**src/sv/aspan_pkg.sv**
```systemverilog
// Shared types and constants of the alpha run span encoder.
`timescale 1ns / 1ps
`default_nettype none
package aspan_pkg;

	localparam int COORD_LIMIT_DEF = 1024;
	localparam int QUEUE_DEPTH_DEF = 4;

	localparam int ALPHA_W = 8;
	localparam int LEVEL_W = 8;
	localparam int X_W = 10;
	localparam int ROW_W = 10;
	localparam int WIDTH_W = 11;
	localparam int S_DATA_W = 8;
	localparam int S_USER_W = 2;
	localparam int M_DATA_W = 40;

	localparam logic [LEVEL_W-1:0] LEVEL_MAX = 8'd255;
	localparam logic [ALPHA_W:0] ROUND_ADD = 9'd15;
	localparam logic [ALPHA_W:0] ROUND_MASK = ~9'd15;

	// One classified pixel as it waits between the front and the back.
	typedef struct packed {
		logic nz;
		logic [LEVEL_W-1:0] level;
		logic row_end;
		logic glyph_end;
	} pix_t;

	typedef struct packed {
		logic full;
		logic empty;
	} q_status_t;

	typedef struct packed {
		logic [X_W-1:0] x;
		logic [ROW_W-1:0] row;
		logic [WIDTH_W-1:0] width;
		logic [LEVEL_W-1:0] level;
		logic last;
	} span_t;

	function automatic logic [LEVEL_W-1:0] quantize(input logic [ALPHA_W-1:0] alpha);
		logic [ALPHA_W:0] sum;
		sum = ({1'b0, alpha} + ROUND_ADD) & ROUND_MASK;
		return sum[ALPHA_W] ? LEVEL_MAX : sum[LEVEL_W-1:0];
	endfunction

endpackage
`default_nettype wire

```
**src/sv/aspan_front.sv**
```systemverilog
// Front end: accepts pixels and classifies them into queue entries.
`timescale 1ns / 1ps
`default_nettype none
module aspan_front (
	input  wire logic                            s_tvalid,
	output logic                                 s_tready,
	input  wire logic [aspan_pkg::S_DATA_W-1:0]  s_tdata,   // alpha
	input  wire logic [aspan_pkg::S_USER_W-1:0]  s_tuser,   // off_texture, glyph_end
	input  wire logic                            s_tlast,   // row_end
	input  wire aspan_pkg::q_status_t            q_status,
	output logic                                 push,
	output aspan_pkg::pix_t                      push_data
);
	import aspan_pkg::*;

	logic [ALPHA_W-1:0] alpha;

	assign alpha = s_tdata[ALPHA_W-1:0];
	assign s_tready = !q_status.full;
	assign push = s_tvalid && s_tready;

	always_comb begin
		push_data.nz = !s_tuser[0] && (alpha != '0);
		push_data.level = quantize(alpha);
		push_data.row_end = s_tlast;
		push_data.glyph_end = s_tuser[1];
	end

endmodule
`default_nettype wire

```
**src/sv/aspan_queue.sv**
```systemverilog
// Short queue of classified pixels between the front and the back.
`timescale 1ns / 1ps
`default_nettype none
module aspan_queue #(
	parameter int DEPTH = aspan_pkg::QUEUE_DEPTH_DEF
) (
	input  wire logic             clk,
	input  wire logic             arst_n,
	input  wire logic             push,
	input  wire aspan_pkg::pix_t  push_data,
	input  wire logic             pop,
	output aspan_pkg::pix_t       head,
	output aspan_pkg::q_status_t  status
);
	import aspan_pkg::*;

	localparam int PW = (DEPTH > 1) ? $clog2(DEPTH) : 1;
	localparam int CW = $clog2(DEPTH + 1);

	pix_t entry_q [DEPTH];
	logic [PW-1:0] wr_ptr_q;
	logic [PW-1:0] rd_ptr_q;
	logic [CW-1:0] count_q;

	function automatic logic [PW-1:0] bump(input logic [PW-1:0] p);
		return (p == PW'(DEPTH - 1)) ? '0 : p + 1'b1;
	endfunction

	assign status.full = (count_q == CW'(DEPTH));
	assign status.empty = (count_q == '0);
	assign head = entry_q[rd_ptr_q];

	always_ff @(posedge clk) begin
		if (push) begin
			entry_q[wr_ptr_q] <= push_data;
		end
	end

	always_ff @(posedge clk or negedge arst_n) begin
		if (!arst_n) begin
			wr_ptr_q <= '0;
			rd_ptr_q <= '0;
			count_q <= '0;
		end else begin
			if (push) begin
				wr_ptr_q <= bump(wr_ptr_q);
			end
			if (pop) begin
				rd_ptr_q <= bump(rd_ptr_q);
			end
			if (push && !pop) begin
				count_q <= count_q + 1'b1;
			end else if (pop && !push) begin
				count_q <= count_q - 1'b1;
			end
		end
	end

`ifndef SYNTH
	a_no_overflow: assert property (@(posedge clk) disable iff (!arst_n)
		status.full && !pop |-> !push) else $error("queue written while full");
	a_no_underflow: assert property (@(posedge clk) disable iff (!arst_n)
		status.empty |-> !pop) else $error("queue read while empty");
	a_count_step: assert property (@(posedge clk) disable iff (!arst_n)
		push && !pop |=> count_q == $past(count_q) + 1'b1) else $error("count slip");
`endif

endmodule
`default_nettype wire

```
**src/sv/aspan_back.sv**
```systemverilog
// Back end: run tracking, span generation and the output register.
`timescale 1ns / 1ps
`default_nettype none
module aspan_back #(
	parameter int COORD_LIMIT = aspan_pkg::COORD_LIMIT_DEF
) (
	input  wire logic                            clk,
	input  wire logic                            arst_n,
	input  wire aspan_pkg::pix_t                 head,
	input  wire aspan_pkg::q_status_t            q_status,
	output logic                                 pop,
	output logic                                 m_tvalid,
	input  wire logic                            m_tready,
	output logic [aspan_pkg::M_DATA_W-1:0]       m_tdata,   // span_x, span_row, span_width, span_level
	output logic                                 m_tlast    // final_of_item
);
	import aspan_pkg::*;

	localparam int CW = $clog2(COORD_LIMIT);
	localparam int LW = $clog2(COORD_LIMIT + 1);

	logic [CW-1:0] col_q;
	logic [CW-1:0] row_q;
	logic [CW-1:0] run_start_q;
	logic [LW-1:0] run_len_q;
	logic [LEVEL_W-1:0] run_level_q;

	span_t out_q;
	logic out_valid_q;
	span_t pend_q;
	logic pend_valid_q;

	logic out_free;
	logic run_open;
	logic same;
	logic emit_a;
	logic emit_b;
	logic line_done;
	logic [LW-1:0] len_inc;
	span_t span_a;
	span_t span_b;

	function automatic logic [CW-1:0] next_coord(input logic [CW-1:0] v);
		logic [CW:0] n;
		n = {1'b0, v} + 1'b1;
		return (n >= (CW + 1)'(COORD_LIMIT)) ? '0 : n[CW-1:0];
	endfunction

	assign out_free = !out_valid_q || m_tready;
	assign pop = !q_status.empty && !pend_valid_q && out_free;

	assign run_open = (run_len_q != '0);
	assign same = run_open && head.nz && (run_level_q == head.level);
	assign line_done = head.row_end || head.glyph_end;
	assign emit_a = run_open && !same;
	assign emit_b = line_done && head.nz;
	assign len_inc = (run_len_q < LW'(COORD_LIMIT)) ? run_len_q + 1'b1 : run_len_q;

	always_comb begin
		span_a.x = X_W'(run_start_q);
		span_a.row = ROW_W'(row_q);
		span_a.width = WIDTH_W'(run_len_q);
		span_a.level = run_level_q;
		span_a.last = !emit_b;
		span_b.row = ROW_W'(row_q);
		span_b.last = 1'b1;
		if (same) begin
			span_b.x = X_W'(run_start_q);
			span_b.width = WIDTH_W'(len_inc);
			span_b.level = run_level_q;
		end else begin
			span_b.x = X_W'(col_q);
			span_b.width = WIDTH_W'(1);
			span_b.level = head.level;
		end
	end

	always_ff @(posedge clk) begin
		if (out_free) begin
			if (pend_valid_q) begin
				out_q <= pend_q;
			end else if (pop && emit_a) begin
				out_q <= span_a;
			end else if (pop && emit_b) begin
				out_q <= span_b;
			end
		end
		if (pop && emit_a) begin
			pend_q <= span_b;
		end
	end

	always_ff @(posedge clk or negedge arst_n) begin
		if (!arst_n) begin
			out_valid_q <= 1'b0;
			pend_valid_q <= 1'b0;
			col_q <= '0;
			row_q <= '0;
			run_start_q <= '0;
			run_len_q <= '0;
			run_level_q <= '0;
		end else begin
			if (out_free) begin
				if (pend_valid_q) begin
					out_valid_q <= 1'b1;
					pend_valid_q <= 1'b0;
				end else begin
					out_valid_q <= pop && (emit_a || emit_b);
					pend_valid_q <= pop && emit_a && emit_b;
				end
			end
			if (pop) begin
				if (line_done || !head.nz) begin
					run_len_q <= '0;
				end else if (same) begin
					run_len_q <= len_inc;
				end else begin
					run_len_q <= LW'(1);
				end
				if (head.nz && !same) begin
					run_start_q <= col_q;
					run_level_q <= head.level;
				end
				if (head.glyph_end) begin
					col_q <= '0;
					row_q <= '0;
				end else if (head.row_end) begin
					col_q <= '0;
					row_q <= next_coord(row_q);
				end else begin
					col_q <= next_coord(col_q);
				end
			end
		end
	end

	assign m_tvalid = out_valid_q;
	assign m_tdata = {1'b0, out_q.level, out_q.width, out_q.row, out_q.x};
	assign m_tlast = out_q.last;

`ifndef SYNTH
	a_pend_behind_out: assert property (@(posedge clk) disable iff (!arst_n)
		pend_valid_q |-> out_valid_q) else $error("second span without a first");
	a_pend_holds_pop: assert property (@(posedge clk) disable iff (!arst_n)
		pend_valid_q |-> !pop) else $error("pixel taken while a span waits");
	a_open_run_level: assert property (@(posedge clk) disable iff (!arst_n)
		run_len_q != '0 |-> run_level_q != '0) else $error("open run without a level");
	a_run_len_cap: assert property (@(posedge clk) disable iff (!arst_n)
		run_len_q <= LW'(COORD_LIMIT)) else $error("run length beyond limit");
	a_pend_last: assert property (@(posedge clk) disable iff (!arst_n)
		pend_valid_q |-> pend_q.last && !out_q.last) else $error("final flag misplaced");
`endif

endmodule
`default_nettype wire

```
**src/sv/alpha_run_span_encoder.sv**
```systemverilog
// Top level of the alpha run span encoder.
`timescale 1ns / 1ps
`default_nettype none
// Takes one glyph pixel per clock while the queue is not full (alpha in s_tdata, row
// end in s_tlast, off-texture and glyph end in s_tuser bits 0 and 1) and emits merged
// spans of equal quantized level. Only a pixel that closes a span and also ends its row
// or glyph with a new one yields two spans; the back end takes no further pixel until
// the second has left the pending register. A queue of QUEUE_DEPTH pixels lets the
// input keep streaming while the output stalls. Coordinates wrap at COORD_LIMIT. With
// the queue empty, a taken pixel passes the queue entry and then the output register.
module alpha_run_span_encoder #(
	parameter int COORD_LIMIT = aspan_pkg::COORD_LIMIT_DEF,
	parameter int QUEUE_DEPTH = aspan_pkg::QUEUE_DEPTH_DEF
) (
	input  wire logic                            clk,
	input  wire logic                            arst_n,
	input  wire logic                            s_tvalid,
	output logic                                 s_tready,
	input  wire logic [aspan_pkg::S_DATA_W-1:0]  s_tdata,   // alpha
	input  wire logic [aspan_pkg::S_USER_W-1:0]  s_tuser,   // off_texture, glyph_end
	input  wire logic                            s_tlast,   // row_end
	output logic                                 m_tvalid,
	input  wire logic                            m_tready,
	output logic [aspan_pkg::M_DATA_W-1:0]       m_tdata,   // span_x, span_row, span_width, span_level
	output logic                                 m_tlast    // final_of_item
);
	import aspan_pkg::*;

	q_status_t q_status;
	logic push;
	logic pop;
	pix_t push_data;
	pix_t head;

	aspan_front u_front (
		.s_tvalid  (s_tvalid),
		.s_tready  (s_tready),
		.s_tdata   (s_tdata),
		.s_tuser   (s_tuser),
		.s_tlast   (s_tlast),
		.q_status  (q_status),
		.push      (push),
		.push_data (push_data)
	);

	aspan_queue #(
		.DEPTH (QUEUE_DEPTH)
	) u_queue (
		.clk       (clk),
		.arst_n    (arst_n),
		.push      (push),
		.push_data (push_data),
		.pop       (pop),
		.head      (head),
		.status    (q_status)
	);

	aspan_back #(
		.COORD_LIMIT (COORD_LIMIT)
	) u_back (
		.clk      (clk),
		.arst_n   (arst_n),
		.head     (head),
		.q_status (q_status),
		.pop      (pop),
		.m_tvalid (m_tvalid),
		.m_tready (m_tready),
		.m_tdata  (m_tdata),
		.m_tlast  (m_tlast)
	);

endmodule
`default_nettype wire
```
**config.mk**
```make
export PLATFORM = sky130hd
export DESIGN_NAME = alpha_run_span_encoder
export DESIGN_NICKNAME = d
export VERILOG_FILES = /design/src/sv/aspan_pkg.sv /design/src/sv/aspan_front.sv /design/src/sv/aspan_queue.sv /design/src/sv/aspan_back.sv /design/src/sv/alpha_run_span_encoder.sv
export SDC_FILE = /design/constraint.sdc
export NUM_CORES = 1
export LEC_CHECK = 0
export ABC_CLOCK_PERIOD_IN_PS = 5500
export BUFFER_PORTS_ARGS = -buffer_cell sky130_fd_sc_hd__buf_2
export CAP_MARGIN = 20
export CELL_PAD_IN_SITES_DETAIL_PLACEMENT = 0
export CELL_PAD_IN_SITES_GLOBAL_PLACEMENT = 1
export CORE_MARGIN = 1
export CORE_UTILIZATION = 49
export CTS_CLUSTER_DIAMETER = 120
export DETAILED_ROUTE_END_ITERATION = 10
export PLACE_DENSITY = 0.87
export SYNTH_ARGS = -nofsm -noshare
export SYNTH_HDL_FRONTEND = slang
export SYNTH_SLANG_ARGS = --single-unit
```
**constraint.sdc**
```tcl
create_clock -name clk -period 5.5 [get_ports clk]
set_clock_uncertainty 0.05 [all_clocks]
set_input_delay 0.55 -clock clk [delete_from_list [all_inputs] [get_ports clk]]
set_output_delay 0.55 -clock clk [all_outputs]
set_load 0.05 [all_outputs]
```
==> Word-level counts from Yosys, hierarchy flattened <==
Memory sizes are Yosys's and may differ from the RTL's.
Cells that the tools add are included.
Widths: inputs -> output; s select.
{ "totals": {"register_bits": 137, "ramBits": 44, "out_inout_bits": 43, "mem_count": 1} }
{ "op_classes": {"n_addsub": 8, "magnitude_cmp": 3, "n_eq_ne": 4, "n_mux": 23, "n_reduce_logical": 38} }
{ "mem_list": {"columns": ["memory", "words", "word_bits", "rd", "rd_clocked_by_memory_dff", "wr", "line", "text"], "rows": [
  ["u_queue.entry_q", 4, 11, 1, 0, 1, "aspan_queue.sv:20", "pix_t entry_q [DEPTH];"]
]} }
{ "op_table": {"columns": ["operator", "n"], "rows": [
  ["$mux 40", 3],
  ["$mux 10", 7],
  ["$mux 11", 3],
  ["$add 10x1->11 const B", 2],
  ["$ge 11x11->1 const B", 2],
  ["$mux 19", 1],
  ["$logic_and 1x1->1", 15],
  ["$add 11x1->11 const B", 1],
  ["$lt 11x11->1 const B", 1],
  ["$reduce_bool 11->1", 1],
  ["$logic_not 1->1", 10],
  ["$add 8x4->9 const B", 1],
  ["$eq 8x8->1", 1],
  ["$mux 8", 1],
  ["$reduce_bool 8->1", 1],
  ["$mux 3", 2],
  ["$reduce_and 2->1", 3],
  ["$add 2x1->2 const B", 2],
  ["$eq 2x2->1 const B", 2],
  ["$logic_or 1x1->1", 4],
  ["$mux 1", 4],
  ["$mux 2", 2],
  ["$reduce_bool 2->1", 2],
  ["$add 3x1->3 const B", 1],
  ["4 further kinds", 4]
]} }

==> Logic depth before layout (Yosys ltp) <==
Gate-level depths: netlist of the first run.
{ "logic_depth": {"word_depth": 8, "depth_mapped": 12} }

==> Modules after synthesis <==
Synthesis of the first run repeated with hierarchy kept, for this count alone.
{ "unflattened": {"hier_cells": 655, "hier_area_um2": 8281.7} }
{ "modules_own_cells": {"columns": ["module", "n_inst", "cells_per_inst", "area_per_inst_um2", "seq_area_each_um2"], "rows": [
  ["aspan_back", 1, 539, 6125.9, 3648.5],
  ["aspan_queue", 1, 94, 2009.4, 1496.4],
  ["aspan_front", 1, 22, 146.4, 0.0]
]} }

==> Worst setup path before layout of the first run <==
No wires, ideal clock.
{ "synth_timing": {"kind": "reg2reg", "startpoint": "register u_back.run_len_q[0]", "endpoint": "register u_back.out_q, in the netlist u_back.m_tdata[0] (enable)", "setup_ns": 0.444, "arrival_time_ns": 3.513, "slack_ns": 1.493, "stages_incl_launch_ff": 8, "path_buffers": 0, "synth_period_minus_slack_ns": 4.007, "cell_sequence": "dfrtp_1 -> inv_1 -> ha_1 -> or4b_1 -> o41a_1 -> nand4_2 -> o21ai_2 -> a21oi_1"} }
{ "synth_between": {"elab_chain_len": 8} }
{ "synth_lines": {"columns": ["item", "line", "text"], "rows": [
  ["from (decl)", "aspan_back.sv:25", "logic [LW-1:0] run_len_q;"],
  ["from (signal assigned)", "aspan_back.sv:116", "run_len_q <= len_inc;"],
  ["$reduce_bool 11->1 (*)", "aspan_back.sv:52", "assign run_open = (run_len_q != '0);"],
  ["$logic_and 1x1->1 (2 in a row)", "aspan_back.sv:53", "assign same = run_open && head.nz && (run_level_q == head.level);"],
  ["$logic_not 1->1", "aspan_back.sv:55", "assign emit_a = run_open && !same;"],
  ["$logic_and 1x1->1 (*)", "aspan_back.sv:55", null],
  ["$logic_and 1x1->1 (*)", "aspan_back.sv:82", "end else if (pop && emit_a) begin"],
  ["$reduce_bool 3->1 (no line) (*)", null, null],
  ["$reduce_and 2->1 (no line) (*)", null, null],
  ["to (signal assigned)", "aspan_back.sv:81", "out_q <= pend_q;"],
  ["to (signal assigned)", "aspan_back.sv:83", "out_q <= span_a;"],
  ["to (signal assigned)", "aspan_back.sv:85", "out_q <= span_b;"],
  ["to (decl)", "aspan_back.sv:28", "span_t out_q;"]
]} }
Every way passes the cells marked *; elsewhere a longest branch is shown, timed or not.
A chain may end at the register's enable or synchronous reset.

==> Final worst setup path of the first run <==
{ "layout_timing": {"startpoint": "register u_queue.rd_ptr_q[0]", "endpoint": "register u_back.run_start_q[1]"} }
{ "layout_between": {"elab_chain_len": 6} }
{ "layout_lines": {"columns": ["item", "line", "text"], "rows": [
  ["from (decl)", "aspan_queue.sv:22", "logic [PW-1:0] rd_ptr_q;"],
  ["from (signal assigned)", "aspan_queue.sv:49", "rd_ptr_q <= bump(rd_ptr_q);"],
  ["$mem_v2 4x11 (*)", null, null],
  ["$eq 8x8->1 or $logic_and 1x1->1 (tied branches)", "aspan_back.sv:53", null],
  ["$logic_and 1x1->1", "aspan_back.sv:53", null],
  ["$logic_not 1->1", "aspan_back.sv:120", "if (head.nz && !same) begin"],
  ["$logic_and 1x1->1 (*)", "aspan_back.sv:120", null],
  ["$reduce_and 2->1 (no line) (*)", null, null],
  ["to (signal assigned)", "aspan_back.sv:121", "run_start_q <= col_q;"],
  ["to (decl)", "aspan_back.sv:24", "logic [CW-1:0] run_start_q;"]
]} }
Marked as above.

==> key figures, run 1 <==
Synth
  • Area contributors post-synth: edfxtp_1, dfrtp_1, mux2_2, nor2_1, nand2_1
  • Post-synth EDFFs: 105
  • Cells after synthesis: around 600
  • Post-synth top area cell: edfxtp_1
  • Synthesized area: approximately 0.0076 mm^2
  • Async S/R FF share, synth: 0.344
  • Ys Warns: 0
  • Sequential fraction of the synthesis area: 0.597
  • Netlist cell types: 64
  • Synth Register Bits: 160
  • Top-area cell type share of the netlist area: 0.416
  • Most used DFF post-synth: edfxtp_1
  • Post-synth top cells: edfxtp_1, dfrtp_1, nor2_1
  • Cell with the most instances after synthesis: edfxtp_1
  • Avg Inst Size Synth: roughly 13 um^2
  • Total nets after synthesis: 632

CTS
  • Sink Count: 160
  • Resized Gates After CTS: 0
  • Root Buffer: clkbuf_16
  • H-tree levels: 4
  • Total CTS buffers: 17
  • CTS tree: built
  • Clock Path Buffers: 2
  • CTS clk-pin slew, worst paths: about 0.070 ns
  • Worst skew pair latency: approximately 0.44 ns
  • Setup repair bufs after CTS: 0
  • Hold buffers post-CTS: 0

Worst setup path
  • CP startpoint kind: flop
  • Worst R2R Start: u_queue.rd_ptr_q[0]
  • R2R Setup Slk: around 1.7 ns
  • Worst Path Arrival: between 4 and 5 ns
  • Worst r2r dst: u_back.run_start_q[1]
  • CP max FO: 14
  • Crit end category: flop
  • Crit path kind: reg2reg
  • R2R depth: 6
  • CP required: 5.76 ns

Power
  • Max IR drop VDD: around 310 uV
  • Cell area power density: about 660 mW/mm^2
  • Static Leak: between 3 and 4 nW

Global routing
  • Largest net degree at the start of global routing: between 50 and 60
  • Initial antenna violation count: 0
  • Vias in the first global route: 4892
  • Total grt overflow: 0
  • First-pass GRT wire length: 25.6 mm
  • GRT Overall Usage: 0.211

Layout
  • Synth-to-layout area growth: 13.8%
  • Final Util: 0.569
  • Proportion of layout cells with a drive suffix above 1: 0.221
  • Fin nets: between 600 and 700
  • N_diodes: 0

Route
  • Final ANT Viol Nets: 0
  • DRC violation count after routing: 0
  • 1st-iter DRT viols: around 330
  • Final wirelength: 15.6 mm
  • WL per Instance: approximately 18 um
  • Drt via density: around 5.9
  • Router iterations before antenna repair: 5
  • DR vias: slightly above 5000

Timing
  • Final period utilization: 0.700
  • Fin. Hold Viols: 0
  • Clock period minus worst slack: slightly below 4 ns
  • Final Setup Violations: 0
  • F_max: between 0.2 and 0.3 GHz
  • Final slew viol count: 0
  • Least-Margin Pin Slew: between 0.9 and 1 ns
  • Rel. slew slack: 0.387
  • RSZ-0062 raised after global routing: no
  • Final worst slack: 1.65 ns
  • Setup_tns: 0 ns

Floorplanning
  • # rows: 45
  • Die Height: about 130 um
  • Core Area: approximately 0.015 mm^2
  • Die Width: 126 um
  • Starting Density: 0.501
  • IO Count: 58
  • Die area: 0.0160 mm^2

Worst hold path
  • Worst min path class: in2async

Place
  • Final Wtd Congestion: approximately 0.78
  • Pre-CTS setup slack: approximately 1.7 ns
  • PortBufs: 56
  • HPWL after detailed placement: between 9 and 10 mm

Outcome
  • Status: complete, no violations

Run
  • MaxCap Viol Count: 0
## sequential cells by signal, summed over array words and instances, names as in the netlist
signal,count
u_queue.count_q,3
u_back.run_level_q,5
u_queue.wr_ptr_q,2
u_back.run_len_q,11
u_back.run_start_q,10
u_back.row_q,10
u_back.m_tdata,36
u_back.m_tlast,1
u_back.pend_valid_q,1
u_back.pend_q,36
u_queue.entry_q,32
u_back.col_q,10
u_back.m_tvalid,1
u_queue.rd_ptr_q,2
## where the power goes
group	switching (mW)	leakage, nW	internal, mW
Sequential	0.182	1.73	1.80
Clock	0.481	0.315	0.817
Combinational	1.74	1.33	0.635
Total	2.40	3.37	3.25
## layer usage
| metal | track usage | share of wire | wire length (um) | vias up |
|---|---|---|---|---|
| met2 | 0.329 | 0.48 | 7550 | 181 |
| met4 | 0.0829 | 0.014 | 214 | 0 |
| met5 | 0 | 0 | 0 | - |
| li1 | - | - | - | 2371 |
| met1 | 0.284 | 0.44 | 6930 | 2469 |
| met3 | 0.0544 | 0.060 | 933 | 14 |
## stage by stage
| step | power (mW) | area, um^2 | instances | hold slack, ns |
|---|---|---|---|---|
| 2_1_floorplan | 3.79 | 7580 | 606 | 0.204 |
| 3_3_place_gp | 4.31 | 7980 | 817 | 0.446 |
| 3_5_place_dp | 4.38 | 7980 | 817 | 0.466 |
| 4_1_cts | 5.69 | 8620 | 849 | 0.236 |
| 5_1_grt | 5.94 | 8620 | 849 | 0.272 |
| 6_report | 5.66 | 8620 | 849 | 0.228 |
## worst max-delay path, cell delays in order (launching register included)
cell and delay [ns]:
dfrtp_1 0.72, mux4_2 0.65, xnor2_1 0.29, and4_1 0.66, buf_4 0.32, a21o_1 0.64, mux2_2 0.41
## layout make-up
class,instances,area (um^2)
clock buffers,18,439
clock inverters,14,210
fillers,1220,6520
inverters,15,56.3
multi-input cells,388,2800
flip-flops and latches,160,4530
well taps,188,235
repair buffers,66,355
## layout by cell type, fill, tap and decap left out, types with 3 or more instances in the layout
master | synthesis | layout
ha_1 | 10 | 10
nor3_1 | 10 | 9
inv_6 | 0 | 3
xor2_1 | 10 | 10
inv_1 | 13 | 13
a41oi_1 | 5 | 5
mux4_2 | 8 | 8
o22ai_1 | 3 | 3
bufinv_16 | 0 | 5
mux2_1 | 5 | 5
o31ai_1 | 8 | 8
buf_2 | 7 | 56
nor4_1 | 8 | 8
and3_1 | 16 | 16
clkbuf_16 | 0 | 17
a31oi_1 | 29 | 29
o41ai_1 | 5 | 5
mux2_4 | 10 | 10
edfxtp_1 | 105 | 105
buf_4 | 6 | 10
nor2b_1 | 3 | 3
xnor2_1 | 17 | 17
dfrtp_1 | 55 | 55
o21ai_0 | 10 | 10
nand2_1 | 50 | 50
nand2b_1 | 6 | 6
clkinv_2 | 0 | 3
mux2_2 | 20 | 20
a21oi_1 | 8 | 7
a21o_1 | 8 | 8
o211ai_1 | 23 | 23
and2_1 | 3 | 3
or4_1 | 4 | 4
nor2_1 | 52 | 51
a21boi_0 | 5 | 5
nand4_1 | 6 | 6
nand3_1 | 14 | 14
## cell families (layout without fill, tap and decap cells)
logic type,count (synthesis),in the layout,share of synthesized area
other,1,1,0.000495
adder cells (fa/ha/maj),11,11,0.0191
AO/OA/AOI/OAI,117,117,0.109
AND/OR/NAND/NOR,188,188,0.125
multiplexers,44,44,0.0820
buffers and inverters,58,113,0.0358
XOR/XNOR,27,27,0.0312
flip-flops,160,160,0.597
## worst max-delay path by stage
stage | from | endpoint | slack (ns) | depth (start not counted)
floorplan | u_back.run_len_q[0] | u_back.m_tdata[0] | 1.49 | 7
global placement | u_queue.rd_ptr_q[0] | u_back.run_start_q[2] | 1.78 | 6
detailed placement | u_queue.rd_ptr_q[0] | u_back.run_start_q[2] | 1.66 | 6
CTS | u_queue.rd_ptr_q[0] | u_back.run_start_q[2] | 1.66 | 6
global route | u_queue.rd_ptr_q[0] | u_back.run_start_q[0] | 1.47 | 6
finish | u_queue.rd_ptr_q[0] | u_back.run_start_q[1] | 1.65 | 6
(Power assumes the default switching activity.)
==> inputs of run 2 (changes only) <==
--- a/config.mk
+++ b/config.mk
@@ -5,7 +5,7 @@
 export SDC_FILE = /design/constraint.sdc
 export NUM_CORES = 1
 export LEC_CHECK = 0
-export ABC_CLOCK_PERIOD_IN_PS = 5500
+export ABC_CLOCK_PERIOD_IN_PS = 3700
 export BUFFER_PORTS_ARGS = -buffer_cell sky130_fd_sc_hd__buf_2
 export CAP_MARGIN = 20
 export CELL_PAD_IN_SITES_DETAIL_PLACEMENT = 0
==> constraint.sdc (replaced) <==
create_clock -name clk -period 3.7 [get_ports clk]
set_clock_uncertainty 0.05 [all_clocks]
set_input_delay 0.37 -clock clk [delete_from_list [all_inputs] [get_ports clk]]
set_output_delay 0.37 -clock clk [all_outputs]
set_load 0.05 [all_outputs]
==> run 2 against run 1 <==
Net effect: non-clock buffer count rose by 9; final cell count rose by 1.1%; fmax rose by 14%; wire length rose by 2.6%; critical path depth did not move; first-iteration DRC count rose by 33%; core utilization rose by 0.24 points; via count rose by 1.3%; register-to-register slack got worse by 1.3 ns; largest power group unchanged; highest routed layer unchanged.
==> key figures, run 2 (synthesis gave the netlist of run 1 again) <==
Timing
  • Final period utilization: 0.910 (was 0.700)
  • Final slew viol count: 0 (unchanged)
  • Final Setup Violations: 0 (unchanged)
  • F_max: 0.297 GHz (was 0.260 GHz)
  • Least-Margin Pin Slew: 1.03 ns (was 0.918 ns)
  • Rel. slew slack: 0.314 (was 0.387)
  • Setup_tns: 0 ns (unchanged)
  • RSZ-0062 raised after global routing: no (unchanged)
  • Fin. Hold Viols: 0 (unchanged)
  • Clock period minus worst slack: 3.37 ns (was 3.85 ns)

Worst setup path
  • Crit path kind: reg2reg (unchanged)
  • Crit end category: flop (unchanged)
  • CP startpoint kind: flop (unchanged)
  • Worst r2r dst: u_back.m_tdata[17] (was u_back.run_start_q[1])
  • CP max FO: 28 (was 14)
  • Worst Path Arrival: 3.47 ns (was 4.11 ns)
  • Setup crit start: u_queue.rd_ptr_q[0] (unchanged)
  • R2R depth: 6 (unchanged)
  • Worst R2R Start: u_queue.rd_ptr_q[0] (unchanged)
  • CP required: 3.80 ns (was 5.76 ns)
  • R2R Setup Slk: 0.33 ns (was 1.65 ns)

Route
  • Final ANT Viol Nets: 0 (unchanged)
  • Final wirelength: 16.0 mm (was 15.6 mm)
  • Router iterations before antenna repair: 5 (unchanged)
  • 1st-iter DRT viols: 435 (was 328)
  • Drt via density: 5.95 (was 5.93)
  • DRC violation count after routing: 0 (unchanged)
  • DR vias: 5101 (was 5035)
  • WL per Instance: 18.7 um (was 18.4 um)

Worst hold path
  • Worst min path class: in2async (unchanged)

CTS
  • Resized Gates After CTS: 0 (unchanged)
  • H-tree levels: 4 (unchanged)
  • Clock Path Buffers: 2 (unchanged)
  • Total CTS buffers: 17 (unchanged)
  • Sink Count: 160 (unchanged)
  • CTS clk-pin slew, worst paths: 0.06 ns (was 0.07 ns)
  • CTS tree: built (unchanged)
  • Setup repair bufs after CTS: 0 (unchanged)
  • Root Buffer: clkbuf_16 (unchanged)
  • Worst skew pair latency: 0.44 ns (about the same)
  • Hold buffers post-CTS: 0 (unchanged)

Layout
  • Synth-to-layout area growth: 14.2% (was 13.8%)
  • Proportion of layout cells with a drive suffix above 1: 0.231 (was 0.221)
  • N_diodes: 0 (unchanged)
  • Fin nets: 683 (was 674)
  • Commonest non-fill, non-tap cell in the layout: edfxtp_1 (unchanged)
  • Finished Layout Cells: 858 (was 849)
  • Filler cell count: 1209 (was 1220)
  • Most frequent cells in the layout: edfxtp_1, buf_2, dfrtp_1 (unchanged)

Global routing
  • Initial antenna violation count: 0 (unchanged)
  • GR Util met2: 0.361 (was 0.329)
  • Total grt overflow: 0 (unchanged)
  • GRT Overall Usage: 0.216 (was 0.211)
  • GRT busiest layer: met2 (unchanged)
  • Met1 Use GR: 0.267 (was 0.284)
  • Largest net degree at the start of global routing: 50 (was 56)
  • Met3 Use GR: 0.0472 (was 0.0544)
  • First-pass GRT wire length: 26.3 mm (was 25.6 mm)
  • Vias in the first global route: 5086 (was 4892)

Place
  • Placed cell count: 826 (was 817)
  • HPWL after detailed placement: 10.5 mm (was 9.96 mm)
  • PortBufs: 56 (unchanged)
  • Final Wtd Congestion: 0.804 (was 0.781)

Floorplanning
  • Core Area: 0.0151 mm^2 (unchanged)
  • Starting Density: 0.501 (unchanged)
  • Die Width: 126 um (unchanged)
  • Die area: 0.0160 mm^2 (unchanged)
  • # rows: 45 (unchanged)
  • Die Height: 126 um (unchanged)
  • IO Count: 58 (unchanged)

Run
  • MaxCap Viol Count: 0 (unchanged)

Power
  • Int Power: 4.76 mW (was 3.25 mW)
  • Power share of the sequential group: 0.353 (was 0.350)
  • Comb pwr share: 0.430 (was 0.420)
  • P_sw: 3.60 mW (was 2.40 mW)
  • Pwr Total: 8.36 mW (was 5.66 mW)
  • Max IR drop VDD: 509 uV (was 312 uV)
  • Cell area power density: 966 mW/mm^2 (was 656 mW/mm^2)
  • Clock Power Share: 0.217 (was 0.229)
  • Switch share: 0.430 (was 0.425)
  • Static Leak: 3.39 nW (was 3.37 nW)

Outcome
  • Status: complete, no violations (unchanged)
run 2: final cells by class:
| cell class | instances | area, um^2 | area share |
|---|---|---|---|
| Clock buffer | 18 | 439 | 0.0507 |
| Clock inverter | 14 | 181 | 0.0209 |
| Inverter | 15 | 56.3 | 0.00650 |
| Multi-Input combinational cell | 388 | 2800 | 0.323 |
| Sequential cell | 160 | 4530 | 0.523 |
| Tap cell | 188 | 235 | 0.0272 |
| Timing Repair Buffer | 75 | 423 | 0.0488 |
run 2: stage by stage:
stage                     hold WS [ns]  worst slack, ns  utilization  area [um^2]
after floorplan                 0.0244            0.435            -         7580
after global placement           0.448            0.366        0.531         8040
after detailed placement         0.473            0.269        0.531         8040
after CTS                       0.0525            0.250        0.572         8660
after global routing            0.0979           0.0969        0.572         8660
final                           0.0276            0.332        0.572         8660
run 2: worst max-delay path by stage:
stage	endpoint	cells after the start	slack, ns
final	u_back.m_tdata[17]	6	0.33
after detailed placement	u_back.m_tdata[15]	6	0.27
after global routing	u_back.m_tdata[14]	6	0.1
after CTS	u_back.m_tdata[14]	6	0.25
after global placement	u_back.m_tdata[15]	6	0.37
after floorplan	u_back.m_tdata[0]	7	0.43
run 2: worst max-delay path, cell delays in order (launching register included):
cell and delay (ns):
dfrtp_1 0.61, mux4_2 0.62, xor2_1 0.32, or2_1 0.21
o21ai_2 0.13, a21oi_4 0.83, buf_4 0.30
run 2: per-layer routing:
metal  up-vias  wire (um)  share of wire
met5         -          0              0
met4         0        468          0.029
met3        30        851          0.053
met2       176       7930           0.49
met1      2507       6780           0.42
li1       2388          -              -
run 2: power groups by stage:
stage	clock network, mW	registers, mW	logic [mW]
after floorplan	0	3.66	1.97
after global placement	0	2.96	3.52
after detailed placement	0	2.99	3.59
after CTS	1.84	2.96	3.61
after global routing	1.90	3.02	3.85
final	1.81	2.95	3.60
==> inputs of run 3 (changes only) <==
--- a/config.mk
+++ b/config.mk
@@ -11,10 +11,11 @@
 export CELL_PAD_IN_SITES_DETAIL_PLACEMENT = 0
 export CELL_PAD_IN_SITES_GLOBAL_PLACEMENT = 1
 export CORE_MARGIN = 1
-export CORE_UTILIZATION = 49
+export CORE_UTILIZATION = 50
 export CTS_CLUSTER_DIAMETER = 120
 export DETAILED_ROUTE_END_ITERATION = 10
-export PLACE_DENSITY = 0.87
+export PLACE_DENSITY = 0.88
 export SYNTH_ARGS = -nofsm -noshare
 export SYNTH_HDL_FRONTEND = slang
+export SYNTH_HIERARCHICAL = 1
 export SYNTH_SLANG_ARGS = --single-unit
==> run 3 against run 2 <==
Net effect: cell area increased by 7.6%; first-iteration DRC count up 2.8%; area after synthesis rose by 9.2%; synthesized cell count grew 8.1%; critical path type unchanged; largest cell class unchanged; highest routed layer unchanged.
==> key figures, run 3 <==
Outcome
  • Status: complete, no violations (unchanged)

Worst setup path
  • Worst Path Arrival: 3.64 ns (was 3.47 ns)
  • CP required: 3.97 ns (was 3.80 ns)
  • CP max stage cell: mux4_2 (was a21oi_4)
  • Crit end category: flop (unchanged)
  • Worst-path cell chain: mux4_2, xnor2_1, nand4_1, or4_1, and3_1, mux2_4 (was mux4_2, xor2_1, or2_1, o21ai_2, a21oi_4, buf_4)
  • CP max FO: 18 (was 28)
  • CP startpoint kind: flop (unchanged)
  • Crit path kind: reg2reg (unchanged)
  • CP max stage delay: 0.61 ns (was 0.83 ns)
  • R2R depth: 6 (unchanged)

Global routing
  • First-pass GRT wire length: 26.0 mm (was 26.3 mm)
  • Initial antenna violation count: 0 (unchanged)
  • Vias in the first global route: 5087 (was 5086)
  • Largest net degree at the start of global routing: 53 (was 50)
  • GRT Overall Usage: 0.204 (was 0.216)
  • Total grt overflow: 0 (unchanged)

Synth
  • Synth Register Bits: 181 (was 160)
  • Most used DFF post-synth: edfxtp_1 (unchanged)
  • Area contributors post-synth: edfxtp_1, dfrtp_1, nand2_1, mux2_2, mux4_2 (was edfxtp_1, dfrtp_1, mux2_2, nor2_1, nand2_1)
  • Avg Inst Size Synth: 12.6 um^2 (was 12.5 um^2)
  • Post-synth top area cell: edfxtp_1 (unchanged)
  • Synthesized area: 0.00828 mm^2 (was 0.00758 mm^2)
  • Ys Warns: 6 (was 0)
  • Cell with the most instances after synthesis: edfxtp_1 (unchanged)
  • Top-area cell type share of the netlist area: 0.446 (was 0.416)
  • Cells after synthesis: 655 (was 606)
  • Total nets after synthesis: 681 (was 632)
  • Post-synth EDFFs: 123 (was 105)
  • Netlist cell types: 61 (was 64)
  • Sequential fraction of the synthesis area: 0.621 (was 0.597)
  • Post-synth top cells: edfxtp_1, nand2_1, dfrtp_1 (was edfxtp_1, dfrtp_1, nor2_1)
  • Async S/R FF share, synth: 0.320 (was 0.344)

Route
  • WL per Instance: 17.4 um (was 18.7 um)
  • DRC violation count after routing: 0 (unchanged)
  • Drt via density: 5.66 (was 5.95)
  • Router iterations before antenna repair: 5 (unchanged)
  • DR vias: 5256 (was 5101)
  • Final ANT Viol Nets: 0 (unchanged)
  • 1st-iter DRT viols: 447 (was 435)
  • Final wirelength: 16.2 mm (was 16.0 mm)

Timing
  • RSZ-0062 raised after global routing: no (unchanged)
  • Final worst slack: 0.330 ns (was 0.332 ns)
  • Least-Margin Pin Slew: 1.08 ns (was 1.03 ns)
  • F_max: 0.297 GHz (about the same)
  • Final Setup Violations: 0 (unchanged)
  • Final slew viol count: 0 (unchanged)
  • Fin. Hold Viols: 0 (unchanged)
  • Rel. slew slack: 0.279 (was 0.314)
  • Clock period minus worst slack: 3.37 ns (about the same)
  • Setup_tns: 0 ns (unchanged)
  • Final period utilization: 0.911 (was 0.910)

Floorplanning
  • # rows: 46 (was 45)
  • IO Count: 58 (unchanged)
  • Starting Density: 0.518 (was 0.501)
  • Die Height: 131 um (was 126 um)
  • Die area: 0.0171 mm^2 (was 0.0160 mm^2)
  • Core Area: 0.0160 mm^2 (was 0.0151 mm^2)
  • Die Width: 131 um (was 126 um)

CTS
  • Setup repair bufs after CTS: 0 (unchanged)
  • Sink Count: 181 (was 160)
  • Total CTS buffers: 17 (unchanged)
  • Worst skew pair latency: 0.44 ns (about the same)
  • Clock Path Buffers: 2 (unchanged)
  • CTS tree: built (unchanged)
  • CTS clk-pin slew, worst paths: 0.07 ns (was 0.06 ns)
  • Root Buffer: clkbuf_16 (unchanged)
  • H-tree levels: 4 (unchanged)

Layout
  • Top reg by flops: u_queue/entry_q
  • Synth-to-layout area growth: 12.5% (was 14.2%)
  • Commonest non-fill, non-tap cell in the layout: edfxtp_1 (unchanged)
  • Most frequent cells in the layout: edfxtp_1, nand2_1, dfrtp_1 (was edfxtp_1, buf_2, dfrtp_1)
  • Fin nets: 725 (was 683)
  • Design area: 0.00932 mm^2 (was 0.00866 mm^2)
  • N_diodes: 0 (unchanged)
  • Max reg flops: 44
  • Proportion of layout cells with a drive suffix above 1: 0.212 (was 0.231)
  • Final Util: 0.582 (was 0.572)

Power
  • Max IR drop VDD: 516 uV (was 509 uV)
  • Static Leak: 3.62 nW (was 3.39 nW)
  • Cell area power density: 908 mW/mm^2 (was 966 mW/mm^2)

Run
  • MaxCap Viol Count: 0 (unchanged)

Worst hold path
  • Worst hold path stage count: 1
  • Worst min path class: in2reg (was in2async)

Place
  • Final Wtd Congestion: 0.861 (was 0.804)
  • HPWL after detailed placement: 10.7 mm (was 10.5 mm)
  • PortBufs: 56 (unchanged)
  • Placed Area: 0.00874 mm^2 (was 0.00804 mm^2)
  • Pre-CTS setup slack: 0.0823 ns (was 0.269 ns)
run 3: cell count changes after synthesis, moves of 6 or more:
| cell | change |
|---|---|
| nand2_1 | +25 |
| and3_1 | -7 |
| o311ai_0 | +8 |
| inv_1 | +12 |
| and2_1 | +6 |
| a2bb2oi_1 | +10 |
| nor2_1 | -14 |
| a31oi_1 | -13 |
| nand3_1 | +19 |
| a21o_1 | -7 |
| o211ai_1 | -22 |
| edfxtp_1 | +18 |
| o21ai_0 | +20 |
| clkbuf_1 | +6 |
run 3: worst paths after layout:
kind,slack [ns],start,endpoint
worst max-delay path,0.33,u_queue/rd_ptr_q[0],u_back/run_start_q[4]
worst min-delay path,0.11,s_tuser[1],u_queue/entry_q[3][0]
worst max register to register,0.33,u_queue/rd_ptr_q[0],u_back/run_start_q[4]
worst min register to register,0.48,u_back/pend_q[12],u_back/m_tdata[23]
max in group asynchronous,2.26,arst_n,u_back/run_level_q[0]
min in group asynchronous,0.45,arst_n,u_back/run_len_q[10]
run 3: routing by layer:
metal  global-route usage  vias to the layer above  part of all wire  wire, um
met2                0.337                      163              0.49      8000
li1                     -                     2482                 -         -
met1                0.265                     2583              0.43      7000
met3               0.0407                       28             0.051       819
met4               0.0872                        0             0.023       365
met5                    0                        -                 0         0
run 3: metrics by stage:
step                      total power, mW  std cells  hold slack (ns)
final                                8.46        928            0.106
after detailed placement             6.80        895            0.379
after global routing                 8.91        928           0.0931
after global placement               6.67        895            0.356
after CTS                            8.52        928           0.0841
after floorplan                      5.96        655           0.0244
run 3: final cells by class:
type,count,area (um^2)
Clock inverter,15,138
Clock buffer,17,425
Inverter,25,93.8
Sequential cell,181,5150
Multi-Input combinational cell,400,2830
Timing Repair Buffer,74,418
Tap cell,216,270
Fill cell,1313,6680
run 3: logic make-up after synthesis:
family / count (synthesis) / share of synthesized area
AND/OR/NAND/NOR: 211 / 0.123
adder cells (fa/ha/maj): 11 / 0.0175
flip-flops: 181 / 0.621
multiplexers: 44 / 0.0810
XOR/XNOR: 29 / 0.0307
AO/OA/AOI/OAI: 104 / 0.0864
buffers and inverters: 74 / 0.0402
other: 1 / 0.000453
run 3: repair_timing:
item / CTS / global route
hold buffers: 1 / 0
setup endpoints to repair: 0 / 18
resized for setup: 0 / 1
hold endpoints to repair: 24 / 0
run 3: power by group:
group	switching, mW	total [mW]	internal (mW)	leakage, nW
clock	0.819	1.71	0.888	0.269
combinational	2.35	3.41	1.06	1.44
sequential	0.307	3.34	3.03	1.92
total	3.47	8.46	4.98	3.62
run 3: critical path: cells and delay by family (launching register included):
| kind | cells | cell delay (ns) |
|---|---|---|
| mux | 2 | 1.06 |
| simple gates | 3 | 1.27 |
| flops | 1 | 0.60 |
| xor+xnor | 1 | 0.25 |
